$ cat config.mk
export PLATFORM = sky130hd
export DESIGN_NAME = kmeans_div
export DESIGN_NICKNAME = d
export VERILOG_FILES = /design/src/rtl/kmeans_pkg.sv /design/src/rtl/kmeans_div.sv
export SDC_FILE = /design/constraint.sdc
export NUM_CORES = 1
export LEC_CHECK = 0
export BUFFER_PORTS_ARGS = -buffer_cell sky130_fd_sc_hd__buf_2
export CORE_MARGIN = 5
export CORE_UTILIZATION = 50
export CTS_BUF_LIST = sky130_fd_sc_hd__clkbuf_2 sky130_fd_sc_hd__clkbuf_4 sky130_fd_sc_hd__clkbuf_8
export CTS_CLUSTER_SIZE = 20
export DETAILED_ROUTE_END_ITERATION = 7
export PLACE_DENSITY = 0.73
export SYNTH_ARGS = -nofsm -noshare
export SYNTH_HDL_FRONTEND = slang
export SYNTH_SLANG_ARGS = --single-unit
$ cat constraint.sdc
create_clock -name clk -period 5.1 [get_ports clk]
set_input_delay 0.255 -clock clk [delete_from_list [all_inputs] [get_ports clk]]
set_output_delay 0.255 -clock clk [all_outputs]
set_load 0.05 [all_outputs]
$ cat src/rtl/kmeans_pkg.sv
// Package: shared types and codes for the 1-D k-means block.
package kmeans_pkg;
  localparam int CMD_BITS = 3;
  localparam logic [2:0] CMD_LOAD_POINT = 3'd0;
  localparam logic [2:0] CMD_LOAD_CENT  = 3'd1;
  localparam logic [2:0] CMD_RUN        = 3'd2;
  localparam logic [2:0] CMD_READ_MEMB  = 3'd3;
  localparam logic [2:0] CMD_READ_CENT  = 3'd4;
  localparam logic [2:0] CMD_CLEAR      = 3'd5;

  localparam logic [1:0] KIND_DONE = 2'd0;
  localparam logic [1:0] KIND_MEMB = 2'd1;
  localparam logic [1:0] KIND_CENT = 2'd2;
  localparam logic [1:0] KIND_ERR  = 2'd3;

  localparam logic [1:0] ERR_NONE  = 2'd0;
  localparam logic [1:0] ERR_FULL  = 2'd1;
  localparam logic [1:0] ERR_RANGE = 2'd2;

  localparam logic CFG_CLUSTERS = 1'b0;
  localparam logic CFG_ITERS    = 1'b1;

  typedef struct packed {
    logic [2:0]         command;
    logic signed [31:0] value;
    logic [9:0]         slot;
  } in_item_t;

  typedef struct packed {
    logic [1:0]         kind;
    logic signed [31:0] data;
    logic [9:0]         iterations;
    logic               converged;
    logic [1:0]         error_code;
  } out_item_t;

  typedef struct packed {
    logic start;
    logic busy;
    logic done;
  } div_ctl_t;
endpackage

$ cat src/rtl/kmeans_div.sv
// Signed restoring divider, one quotient bit per cycle, truncating toward zero.
module kmeans_div #(
  parameter int NUM_BITS = 42,
  parameter int DEN_BITS = 11
) (
  input  logic                clk,
  input  logic                rst_n,
  input  logic                start,
  input  logic [NUM_BITS-1:0] num,
  input  logic [DEN_BITS-1:0] den,
  output logic                busy,
  output logic                done,
  output logic [NUM_BITS-1:0] quo
);
  import kmeans_pkg::*;
  localparam int CNT_BITS = $clog2(NUM_BITS + 1);

  logic [NUM_BITS-1:0] q_r, q_nxt;
  logic [DEN_BITS:0]   rem_r, rem_nxt;
  logic [DEN_BITS-1:0] den_r;
  logic                neg_r;
  logic [CNT_BITS-1:0] cnt_r, cnt_nxt;
  logic                busy_r, done_r;
  logic [DEN_BITS:0]   trial;

  always_comb begin
    trial   = {rem_r[DEN_BITS-1:0], q_r[NUM_BITS-1]};
    rem_nxt = trial;
    q_nxt   = {q_r[NUM_BITS-2:0], 1'b0};
    if (trial >= {1'b0, den_r}) begin
      rem_nxt  = trial - {1'b0, den_r};
      q_nxt[0] = 1'b1;
    end
    cnt_nxt = cnt_r - 1'b1;
  end

  always_ff @(posedge clk) begin
    if (!rst_n) begin
      busy_r <= 1'b0;
      done_r <= 1'b0;
      cnt_r  <= '0;
    end else begin
      done_r <= 1'b0;
      if (start) begin
        busy_r <= 1'b1;
        cnt_r  <= CNT_BITS'(NUM_BITS);
      end else if (busy_r) begin
        cnt_r <= cnt_nxt;
        if (cnt_r == CNT_BITS'(1)) begin
          busy_r <= 1'b0;
          done_r <= 1'b1;
        end
      end
    end
  end

  always_ff @(posedge clk) begin
    if (start) begin
      q_r   <= num[NUM_BITS-1] ? (~num + 1'b1) : num;
      neg_r <= num[NUM_BITS-1];
      rem_r <= '0;
      den_r <= den;
    end else if (busy_r) begin
      q_r   <= q_nxt;
      rem_r <= rem_nxt;
    end
  end

  assign busy = busy_r;
  assign done = done_r;
  assign quo  = neg_r ? (~q_r + 1'b1) : q_r;
endmodule

Word-level counts from Yosys, hierarchy flattened
Cells that the tools add are included.
{"block": "word_totals", "wordCells": 33, "register_bits": 73, "inputBits": 56, "out_inout_bits": 44}
{"block": "op_classes", "add_sub_neg": 4, "n_reduce_logical": 3, "n_eq_ne": 1, "bitwise_logic": 4, "n_mux": 12, "order_cmp": 1}
{"op": "$mux 42", "count": 4}
{"op": "$add 42x1->42 const B", "count": 2}
{"op": "$not 42->42", "count": 2}
{"op": "$ge 12x11->1", "count": 1}
{"op": "$mux 6", "count": 2}
{"op": "$mux 11", "count": 1}
{"op": "$sub 11x11->11", "count": 1}
{"op": "$eq 6x1->1 const B", "count": 1}
{"op": "$sub 6x1->6 const B", "count": 1}
{"op": "$mux 1", "count": 5}
{"op": "$reduce_or 3->1", "count": 1}
{"op": "$not 1->1", "count": 2}
{"op": "$reduce_bool 2->1", "count": 1}
{"op": "$reduce_or 2->1", "count": 1}

Depth between registers and ports, before layout
Gate-level depths: netlist of the first run.
{"block": "logic_depth", "depth_word": 4, "ltp_mapped": 10, "ltp_nobuf": 9}

Worst setup path after synthesis of the first run
No wires, ideal clock.
{"block": "synth_timing", "path_kind": "register -> output", "from": "register q_r[6]", "to": "output quo[33]", "stages_incl_launch_ff": 7, "t_arrival_ns": 3.063, "slack_ns": 1.782, "required_ns": 4.845, "n_path_buf": 0, "cell_sequence": "edfxtp_1 > or4_4 > or4_4 > or4b_4 > or3_4 > o31ai_4 > xnor2_1"}
{"block": "synth_via", "elab_chain_cells": 3}
{"element": "start, declared", "line_no": "kmeans_div.sv:18", "source": "logic [NUM_BITS-1:0] q_r, q_nxt;"}
{"element": "start signal, assigned", "line_no": "kmeans_div.sv:59", "source": "q_r <= num[NUM_BITS-1] ? (~num + 1'b1) : num;"}
{"element": "start signal, assigned", "line_no": "kmeans_div.sv:64", "source": "q_r <= q_nxt;"}
{"element": "$not 42->42", "line_no": "kmeans_div.sv:71", "source": "assign quo = neg_r ? (~q_r + 1'b1) : q_r;"}
{"element": "$add 42x1->42", "line_no": "kmeans_div.sv:71"}
{"element": "$mux 42", "line_no": "kmeans_div.sv:71"}
{"element": "end, declared", "line_no": "kmeans_div.sv:13", "source": "output logic [NUM_BITS-1:0] quo"}
No other way between the ends.

Worst setup path after layout of the first run
{"block": "layout_timing", "from": "register q_r[5]", "to": "output quo[33]"}
The elaborated chain is that of the path after synthesis.

==> impl_metrics.toml, run 1 <==
[placed_design]
io_buffer_count = 99
pre_cts_ws_ns = 1.74
dp_hpwl_mm = 9.49
gp_congestion = 0.835

[detailed_routing]
drt_first_pass_iters = 5
drc = 0
ant_nets = 0
drt-initial-drc-count = 376
avgViaCountPerCell = 5.77
routed_wl_mm = 12.9
wl_per_cell_um = 16.1
num_vias = 4637

[die]
start_util_pct = 50.8
die_width_um = 112
coreArea_sq_um = 10200
fp.dieArea_sq_um = 12500
ios = 100
dieHeight_um = 112
rows = 37

[setup_path]
worst-path-stages = 7
worst-path-buf-inv = 1
crit_path_start_kind = "register"
crit_end = "quo[33]"
critPathRequiredTime_ns = 4.85
cp_top_family = "simple AND/OR/NAND/NOR gates"
setup.worst_path.class = "reg -> out"
crit_path_max_fanout = 6
max_stage_delay_ns = 0.58
crit_start = "q_r[5]$_DFFE_PP_"
r2r_slack_ns = 2.10
cp-end-kind = "output pin"
crit_chain = "or4_4 -> or4_4 -> or4b_4 -> or3_4 -> o31ai_4 -> xnor2_1 -> buf_2"
reg2reg_depth = 9
rr_endpoint = "rem_r[1]$_SDFFE_PP0P_"
cp.arrival_ns = 3.49
rr_startpoint = "q_r[41]$_DFFE_PP_"
slowest_stage = "or4_4"
worst_path_most_repeated_cell = "or4_4"

[timing]
fmax_mhz = 267
worst_slew_pin_slew_ns = 1.11
setup_violations = 0
layout_min_cycle_time_ns = 3.75
finalWorstSetupSlack_ns = 1.35
rsz0062_at_grt = "no"
timing.hold.ws_ns = 0.0663
slew_headroom_pct = 26.0
fin_skew_ns = 0.00976
hold_viol_final = 0
setup_tns_ns = 0
maxSlewViolCount = 0
min_period_over_period_pct = 73.5

[power]
p_seq_share_pct = 41.7
p_sw_share_pct = 40.6
power_uw = 1880
power.density_nw_per_um2 = 316
irDropWorstVdd_mv = 0.180
p_comb_share_pct = 37.3
p_sw_uw = 763
leakage_uw = 0.00227
p_clk_share_pct = 21.0
p_int_uw = 1110

[synth]
postSynthAreaPerCell_sq_um = 9.00
ys.flop_type = "edfxtp_1"
async_reset_ff_share_pct = 0
synth_nets = 650
synth_edf_count = 54
ys_ff_latch = 73
ys_warn_count = 0
netlist_instances = 578
ys_types = 52
syn_area_sq_um = 5200
seq_area_frac_synth_pct = 38.5

[grt]
antenna_found_initial = 0
grt_pass1_wl_mm = 21.1
grt_pass1_vias = 4357
grt.total_usage_pct = 20.6
grt_max_degree = 86
gr-total-overflow = 0

[cts]
holdBufCountCts = 0
htreeDepth = 3
ctsResizeCount = 0
cts_buffers = 9
insertion_delay_ns = 0.36
cts.path.max_buffers = 2
cts_tree = "done"
cts_setup_buffers = 0
clkSinkCount = 73
cts-root-buf = "clkbuf_8"
clk_pin_slew_worst_paths_ns = 0.08

[layout]
multiInputGateArea_sq_um = 3000
n_antenna_cell = 0
final_util_pct = 58.1
drive_gt1_share_pct = 19.6
nets = 735
regArea_sq_um = 2000
fillers = 928
area_growth_pct = 14.3

[outcome]
status = "completed"

[job]
cap_violations = 0

[hold_path]
worstHoldPathType = "in -> reg"
stage by stage:
step	cell area, sq um	instances
after floorplan	5200	578
after global placement	5780	788
after detailed placement	5780	788
after CTS	5950	804
after global routing	5950	804
final	5950	804
Yosys cell counts, types with 2 or more instances:
cell | n | area share (%)
o41ai_1 | 12 | 2.0
or3_1 | 15 | 1.8
a21oi_1 | 49 | 4.7
nor3_1 | 6 | 0.58
mux2_2 | 3 | 0.65
o311ai_0 | 2 | 0.34
ha_1 | 15 | 3.6
inv_1 | 25 | 1.8
xor2_1 | 41 | 6.9
o21ai_0 | 37 | 3.6
edfxtp_1 | 54 | 31
a21boi_0 | 3 | 0.43
nand4_1 | 5 | 0.60
or4_1 | 15 | 2.2
dfxtp_1 | 19 | 7.3
a21o_1 | 4 | 0.58
nor2b_1 | 5 | 0.60
o21ai_1 | 3 | 0.29
xnor2_1 | 48 | 8.1
buf_1 | 3 | 0.22
or2_2 | 4 | 0.48
nand2b_1 | 5 | 0.60
o31ai_1 | 20 | 2.9
nor2_1 | 68 | 4.9
or4b_2 | 2 | 0.39
clkbuf_1 | 24 | 1.7
o2111ai_1 | 2 | 0.34
nand3_1 | 14 | 1.3
o21a_1 | 3 | 0.43
or4_4 | 2 | 0.43
a211oi_1 | 3 | 0.43
nand2_1 | 32 | 2.3
mux2i_1 | 2 | 0.39
a311oi_1 | 10 | 1.7
nor4_1 | 6 | 0.72
power by group through the flow:
stage	Sequential, uW	Clock [uW]	Combinational [uW]
after floorplan	774	0	537
after global placement	791	0	685
after detailed placement	795	0	696
after CTS	782	407	699
after global routing	793	437	753
final	783	395	699
worst register-to-register path, delay by kind of cell, from the launching register on:
kind            cells  cell delay, ns
flops               1            0.42
fa+ha+maj           2            0.64
compound gates      5            1.57
simple gates        1            0.18
buf+inv             1            0.07
area by class of cell:
type | count | share of cell area, %
clock buffer | 11 | 2.34
clock inverter | 5 | 0.379
inverter | 25 | 1.58
multi-input combinational | 452 | 50.4
sequential | 73 | 33.7
tap | 136 | 2.86
timing repair buffer | 102 | 8.75
metal layers:
| layer | vias up | GRT usage, % | wire length, um |
|---|---|---|---|
| li1 | 2294 | - | - |
| met1 | 2177 | 26.1 | 5560 |
| met2 | 149 | 34.1 | 6310 |
| met3 | 17 | 6.36 | 854 |
| met4 | 0 | 6.33 | 203 |
| met5 | - | 0 | 0 |
sequential cells by signal (all words and copies together), names as in the netlist:
register  cells
q_r          42
den_r        11
cnt_r         6
busy          1
neg_r         1
rem_r        11
done          1
worst min-delay path by stage:
stage | startpoint | to | slack (ns) | depth (start not counted)
global placement | den[6] | den_r[6]$_DFFE_PP_ | 0.43 | 1
global route | den[10] | den_r[10]$_DFFE_PP_ | 0.04 | 1
CTS | den[5] | den_r[5]$_DFFE_PP_ | 0.05 | 1
finish | den[5] | den_r[5]$_DFFE_PP_ | 0.07 | 1
floorplan | den[0] | den_r[0]$_DFFE_PP_ | 0.35 | 0
detailed placement | den[9] | den_r[9]$_DFFE_PP_ | 0.43 | 1
layout by cell type (no fill, tap or decap), types with 3 or more instances in the layout:
cell      instances
edfxtp_1         54
a21oi_1          49
nor3_1            6
nor2_1           68
o21ai_1           3
xor2_1           41
nand4_1           5
or2_2             4
xnor2_1          48
nor2b_1           5
o41ai_1          12
a21o_1            4
a311oi_1         10
o31ai_1          20
dfxtp_1          19
nand2b_1          5
mux2_2            3
ha_1             15
o21a_1            3
or4_1            15
clkinv_2          3
o21ai_0          37
buf_4             4
a21boi_0          3
nand2_1          31
nor4_1            6
a211oi_1          3
clkbuf_8          9
or3_1            15
nand3_1          14
inv_1            25
buf_2            98
cells by family (layout without fill, tap and decap cells):
family                     Yosys count  count (layout)  synth area share (%)
xor gates and xnor gates            89              89                  15.0
muxes                                5               5                  1.03
adders and majority gates           16              16                  3.99
buffers and inverters               53             143                  3.90
and+or+nand+nor                    184             184                  17.9
DFF                                 73              73                  38.5
AOI/OAI and AO/OA                  158             158                  19.7
Power figures use the tool's default switching activity.
==> run 2: changes to the inputs <==
- ABC_AREA: not set -> 1
- PLACE_DENSITY: 0.73 -> 0.72
- clock period: 5.1 -> 3.6 ns (I/O delays scaled with it)
==> run 2 against run 1 <==
  * Hold slack improved by 0.054 ns
  * Die area increased by 15%
  * First-iteration DRC count increased by 52%
  * Setup slack got worse by 0.48 ns
  * Clock skew increased by 0.00061 ns
  * Critical path type unchanged
==> impl_metrics.toml, run 2 <==
[outcome]
status = "completed"

[layout]
final_cell_mix = "nand2_1, nor2_1, inv_1"
multiInputGateArea_sq_um = 3570
area_growth_pct = 14.6
reg_top3 = "q_r: 42 flops, den_r: 11 flops, rem_r: 11 flops"
regArea_sq_um = 2000
top_register = "q_r"
fillers = 1195
final_cells = 1160
n_antenna_cell = 0
mostFrequentLayoutCell = "nand2_1"
largest_reg_flops = 42
drive_gt1_share_pct = 14.0
nets = 1080

[synth]
ys_types = 40
postSynthAreaPerCell_sq_um = 6.69
synthTopCellsByCount = "nand2_1, nor2_1, inv_1"
synth.largest_area_cell = "edfxtp_1"
ys.flop_type = "edfxtp_1"
ys_warn_count = 0
ys_ff_latch = 73
netlist.area_leader.share_pct = 26.7
syn_area_sq_um = 6070
async_reset_ff_share_pct = 0
synthTopCellsByArea = "edfxtp_1, nand2_1, nor2_1, xor2_1, nand3_1"
seq_area_frac_synth_pct = 33.0
synth_edf_count = 54
yosysMostFrequentCell = "nand2_1"
synth_nets = 979
netlist_instances = 907

[cts]
cts-root-buf = "clkbuf_8"
cts.path.max_buffers = 2
cts_tree = "done"
clk_pin_slew_worst_paths_ns = 0.08
htreeDepth = 3
cts_buffers = 9
clkSinkCount = 73
cts_setup_buffers = 0
insertion_delay_ns = 0.36

[setup_path]
max_stage_delay_ns = 0.42
crit_path_start_kind = "register"
worst_path_most_repeated_cell = "inv_1"
slowest_stage = "edfxtp_1"
crit_start = "q_r[0]$_DFFE_PP_"
rr_startpoint = "q_r[41]$_DFFE_PP_"
setup.worst_path.class = "reg -> out"
cp.arrival_ns = 2.55
critPathRequiredTime_ns = 3.42
crit_chain = "inv_1 -> ha_1 -> inv_1 -> nor3_4 -> inv_2 -> nor2_4 -> nand3_4 -> o21ai_2 -> nand2_1 -> xor2_1 -> buf_2"
cp-end-kind = "output pin"
crit_path_max_fanout = 5

[die]
coreArea_sq_um = 12000
dieHeight_um = 120
rows = 40
fp.dieArea_sq_um = 14400
start_util_pct = 50.8
die_width_um = 120
ios = 100

[power]
p_seq_share_pct = 40.8
p_int_uw = 1520
p_clk_share_pct = 21.8
power_uw = 2630
p_comb_share_pct = 37.4
leakage_uw = 0.00319
power.density_nw_per_um2 = 378
p_sw_share_pct = 42.3
irDropWorstVdd_mv = 0.161
p_sw_uw = 1110

[timing]
layout_min_cycle_time_ns = 2.73
min_period_over_period_pct = 75.9
hold_viol_final = 0
maxSlewViolCount = 0
worst_slew_pin_slew_ns = 0.852
fmax_mhz = 366
fin_skew_ns = 0.0104
setup_tns_ns = 0
slew_headroom_pct = 43.0
setup_violations = 0
rsz0062_at_grt = "no"

[detailed_routing]
avgViaCountPerCell = 5.31
wl_per_cell_um = 14.6
drt-initial-drc-count = 570
ant_nets = 0
drt_first_pass_iters = 7
drc = 0
routed_wl_mm = 17.0
num_vias = 6163

[placed_design]
io_buffer_count = 99
dp_hpwl_mm = 13.4
gp_congestion = 0.931
post-place-cells = 1133

[grt]
gr-total-overflow = 0
grt_pass1_wl_mm = 27.6
antenna_found_initial = 0
grt.total_usage_pct = 23.7
grt_pass1_vias = 5680
grt_max_degree = 52

[job]
cap_violations = 0

[hold_path]
hp-start = "rst_n"
worstHoldPathType = "in -> reg"
[run 2: cell types whose count changed after synthesis, moves of 19 or more]
cell and delta:
nand2_1 +226, inv_1 +76, nand3_1 +63, nor2_1 +60, xnor2_1 -36, o21ai_0 +30, a21oi_1 -29, nand4_1 +22
o31ai_1 -19
[run 2: cell families (layout without fill, tap and decap cells)]
family | after synthesis | after routing | share of synthesized area (%)
buffers and inverters | 128 | 234 | 8.30
DFF | 73 | 73 | 33.0
and+or+nand+nor | 527 | 527 | 37.5
adders and majority gates | 16 | 16 | 3.42
xor gates and xnor gates | 60 | 60 | 8.65
AOI/OAI and AO/OA | 103 | 103 | 9.11
[run 2: power by group through the flow]
stage                     sequential (uW)  clock, uW  combinational (uW)
after floorplan                      1070          0                 719
after global placement               1090          0                 965
after detailed placement             1090          0                 968
after CTS                            1070        583                 981
after global routing                 1080        617                1060
final                                1070        574                 984
[run 2: per-stage QoR]
| step | instance area, sq um | hold WS, ns | util (%) | setup slack [ns] |
|---|---|---|---|---|
| 2_1_floorplan | 6070 | 0.279 | - | 0.983 |
| 3_3_place_gp | 6680 | 0.356 | 55.8 | 1.20 |
| 3_5_place_dp | 6680 | 0.360 | 55.8 | 1.12 |
| 4_1_cts | 6960 | 0.106 | 58.2 | 0.834 |
| 5_1_grt | 6960 | 0.119 | 58.2 | 0.664 |
| 6_report | 6960 | 0.120 | 58.2 | 0.866 |
[run 2: routing by layer]
layer	track usage [%]	up-vias	wire length, um
met5	0	-	0
met3	3.18	25	952
met2	37.3	182	7680
li1	-	3159	-
met1	33.5	2797	7990
met4	8.02	0	344
[run 2: layout make-up]
cell class,instances,share of cell area [%]
repair buffers,116,9.35
clock inverters,5,0.486
flip-flops and latches,73,28.8
inverters,102,5.50
clock buffers,11,2.00
well taps,147,2.64
multi-input cells,706,51.2
[run 2: path summary, 6_finish.rpt]
path	endpoint	slack [ns]	depth (start not counted)
worst max register to register	rem_r[7]$_SDFFE_PP0P_	1.07	9
worst min register to register	cnt_r[5]$_SDFFE_PN0P_	0.48	2
worst max-delay path	quo[22]	0.87	11
worst min-delay path	busy$_SDFF_PN0_	0.12	3
[run 2: critical path: cells and delay by family (launching register included)]
family                   cells  cell delay [ns]
flip-flops                   1             0.42
AND/OR/NAND/NOR              4             0.60
adder cells (fa/ha/maj)      1             0.20
buffers and inverters        4             0.58
AO/OA/AOI/OAI                1             0.22
XOR/XNOR                     1             0.18
[run 2: what timing repair did]
action                     4_1_cts  5_1_grt
hold buffers                    11        0
resized for setup                0        0
setup endpoints to repair        0        0
hold endpoints to repair        11        0
==> run 3: changes to the inputs <==
- clock period: 3.6 -> 2.8 ns (I/O delays scaled with it)
==> run 3 against run 2 <==
  * Sequential power is 29% higher
  * First-iteration DRC count is 23% higher
  * Sequential cell count stayed put
  * Via count is 1.2% higher
  * Final area is 0.70% higher
==> impl_metrics.toml, run 3 (synthesized netlist as in run 2, its figures left out) <==
[die]
coreArea_sq_um = 12000
dieHeight_um = 120
rows = 40
fp.dieArea_sq_um = 14400
start_util_pct = 50.8
ios = 100
die_width_um = 120

[detailed_routing]
routed_wl_mm = 17.5
wl_per_cell_um = 15.1
drc = 0
avgViaCountPerCell = 5.36
ant_nets = 0
drt_first_pass_iters = 5
drt-initial-drc-count = 702
num_vias = 6235

[layout]
fillers = 1192
nets = 1084
largest_reg_flops = 42
mostFrequentLayoutCell = "nand2_1"
area_growth_pct = 15.4
final_cell_mix = "nand2_1, nor2_1, inv_1"
reg_top3 = "q_r: 42 flops, den_r: 11 flops, rem_r: 11 flops"
drive_gt1_share_pct = 14.3
n_antenna_cell = 0
top_register = "q_r"
final_cells = 1163

[cts]
cts_setup_buffers = 0
cts-root-buf = "clkbuf_8"
cts.path.max_buffers = 2
insertion_delay_ns = 0.36
htreeDepth = 3
cts_buffers = 9
clk_pin_slew_worst_paths_ns = 0.08
cts_tree = "done"
clkSinkCount = 73

[setup_path]
r2r_slack_ns = 0.59
reg2reg_depth = 9
cp-end-kind = "output pin"
rr_endpoint = "rem_r[7]$_SDFFE_PP0P_"
rr_startpoint = "q_r[41]$_DFFE_PP_"
crit_path_max_fanout = 5
crit_path_start_kind = "register"
crit_start = "q_r[0]$_DFFE_PP_"
critPathRequiredTime_ns = 2.66
crit_end = "quo[14]"
setup.worst_path.class = "reg -> out"
cp.arrival_ns = 2.50

[timing]
maxSlewViolCount = 0
setup_violations = 0
worst_slew_pin_slew_ns = 0.958
timing.hold.ws_ns = 0.0788
slew_headroom_pct = 35.9
finalWorstSetupSlack_ns = 0.159
layout_min_cycle_time_ns = 2.64
fin_skew_ns = 0.0113
rsz0062_at_grt = "yes"
min_period_over_period_pct = 94.3
setup_tns_ns = 0
fmax_mhz = 379
hold_viol_final = 0

[job]
cap_violations = 0

[hold_path]
worstHoldPathType = "in -> reg"

[grt]
grt_pass1_vias = 5961
grt_pass1_wl_mm = 28.8
gr-total-overflow = 0
antenna_found_initial = 0
grt_max_degree = 39
grt.total_usage_pct = 24.9

[power]
p_int_uw = 1980
p_seq_share_pct = 40.5
irDropWorstVdd_mv = 0.208
leakage_uw = 0.00322
p_clk_share_pct = 22.1
power_uw = 3410
p_sw_uw = 1430
p_comb_share_pct = 37.4
power.density_nw_per_um2 = 487
p_sw_share_pct = 42.0

[placed_design]
pre_cts_ws_ns = 0.569
post-place-cells = 1137
dp_hpwl_mm = 14.0
gp_congestion = 0.957
io_buffer_count = 99

[outcome]
status = "completed"
run 3: power by group through the flow:
stage	sequential [uW]	clock [uW]	combinational (uW)
3_5_place_dp	1400	0	1250
3_3_place_gp	1400	0	1250
4_1_cts	1380	759	1270
2_1_floorplan	1370	0	924
6_report	1380	754	1280
5_1_grt	1390	806	1380
run 3: how the worst min path moves through the flow:
stage / from / end / depth (start not counted)
after floorplan: den[0] / den_r[0]$_DFFE_PP_ / 0
after global placement: den[1] / den_r[1]$_DFFE_PP_ / 1
after global routing: rst_n / busy$_SDFF_PN0_ / 3
after CTS: rst_n / busy$_SDFF_PN0_ / 3
after detailed placement: den[1] / den_r[1]$_DFFE_PP_ / 1
final: rst_n / cnt_r[5]$_SDFFE_PN0P_ / 3
run 3: metrics by stage:
| step | util, % | cell area [sq um] |
|---|---|---|
| after floorplan | - | 6070 |
| after global placement | 56.2 | 6720 |
| after detailed placement | 56.2 | 6720 |
| after CTS | 58.5 | 7000 |
| after global routing | 58.6 | 7010 |
| final | 58.6 | 7010 |
run 3: per-layer routing:
layer  wire length (um)  GRT usage, %  share of wire (%)
met1               7910          34.6                 45
met2               7980          39.7                 46
met3               1270          4.30                7.3
met4                350          7.95                2.0
met5                  0             0                  0
run 3: layout make-up:
class	count	area [sq um]	area share, %
clock buffer	12	153	2.18
clock inverter	3	18.8	0.268
inverter	102	383	5.46
multi-input combinational	706	3570	50.9
sequential	73	2000	28.6
tap	147	184	2.62
timing repair buffer	120	701	10.0
run 3: what timing repair did:
action	CTS	global route
resized for setup	0	3
hold buffers	11	0
endpoints found under the hold margin	11	0
endpoints found under the setup margin	0	4
run 3: critical path, stage by stage (launching register included):
cell and delay (ns):
edfxtp_1 0.41, inv_1 0.10, ha_1 0.19, inv_1 0.11, nor3_4 0.20, inv_2 0.07
nor2_4 0.15, nand3_4 0.11, o21ai_0 0.26, xor2_1 0.24, buf_2 0.30
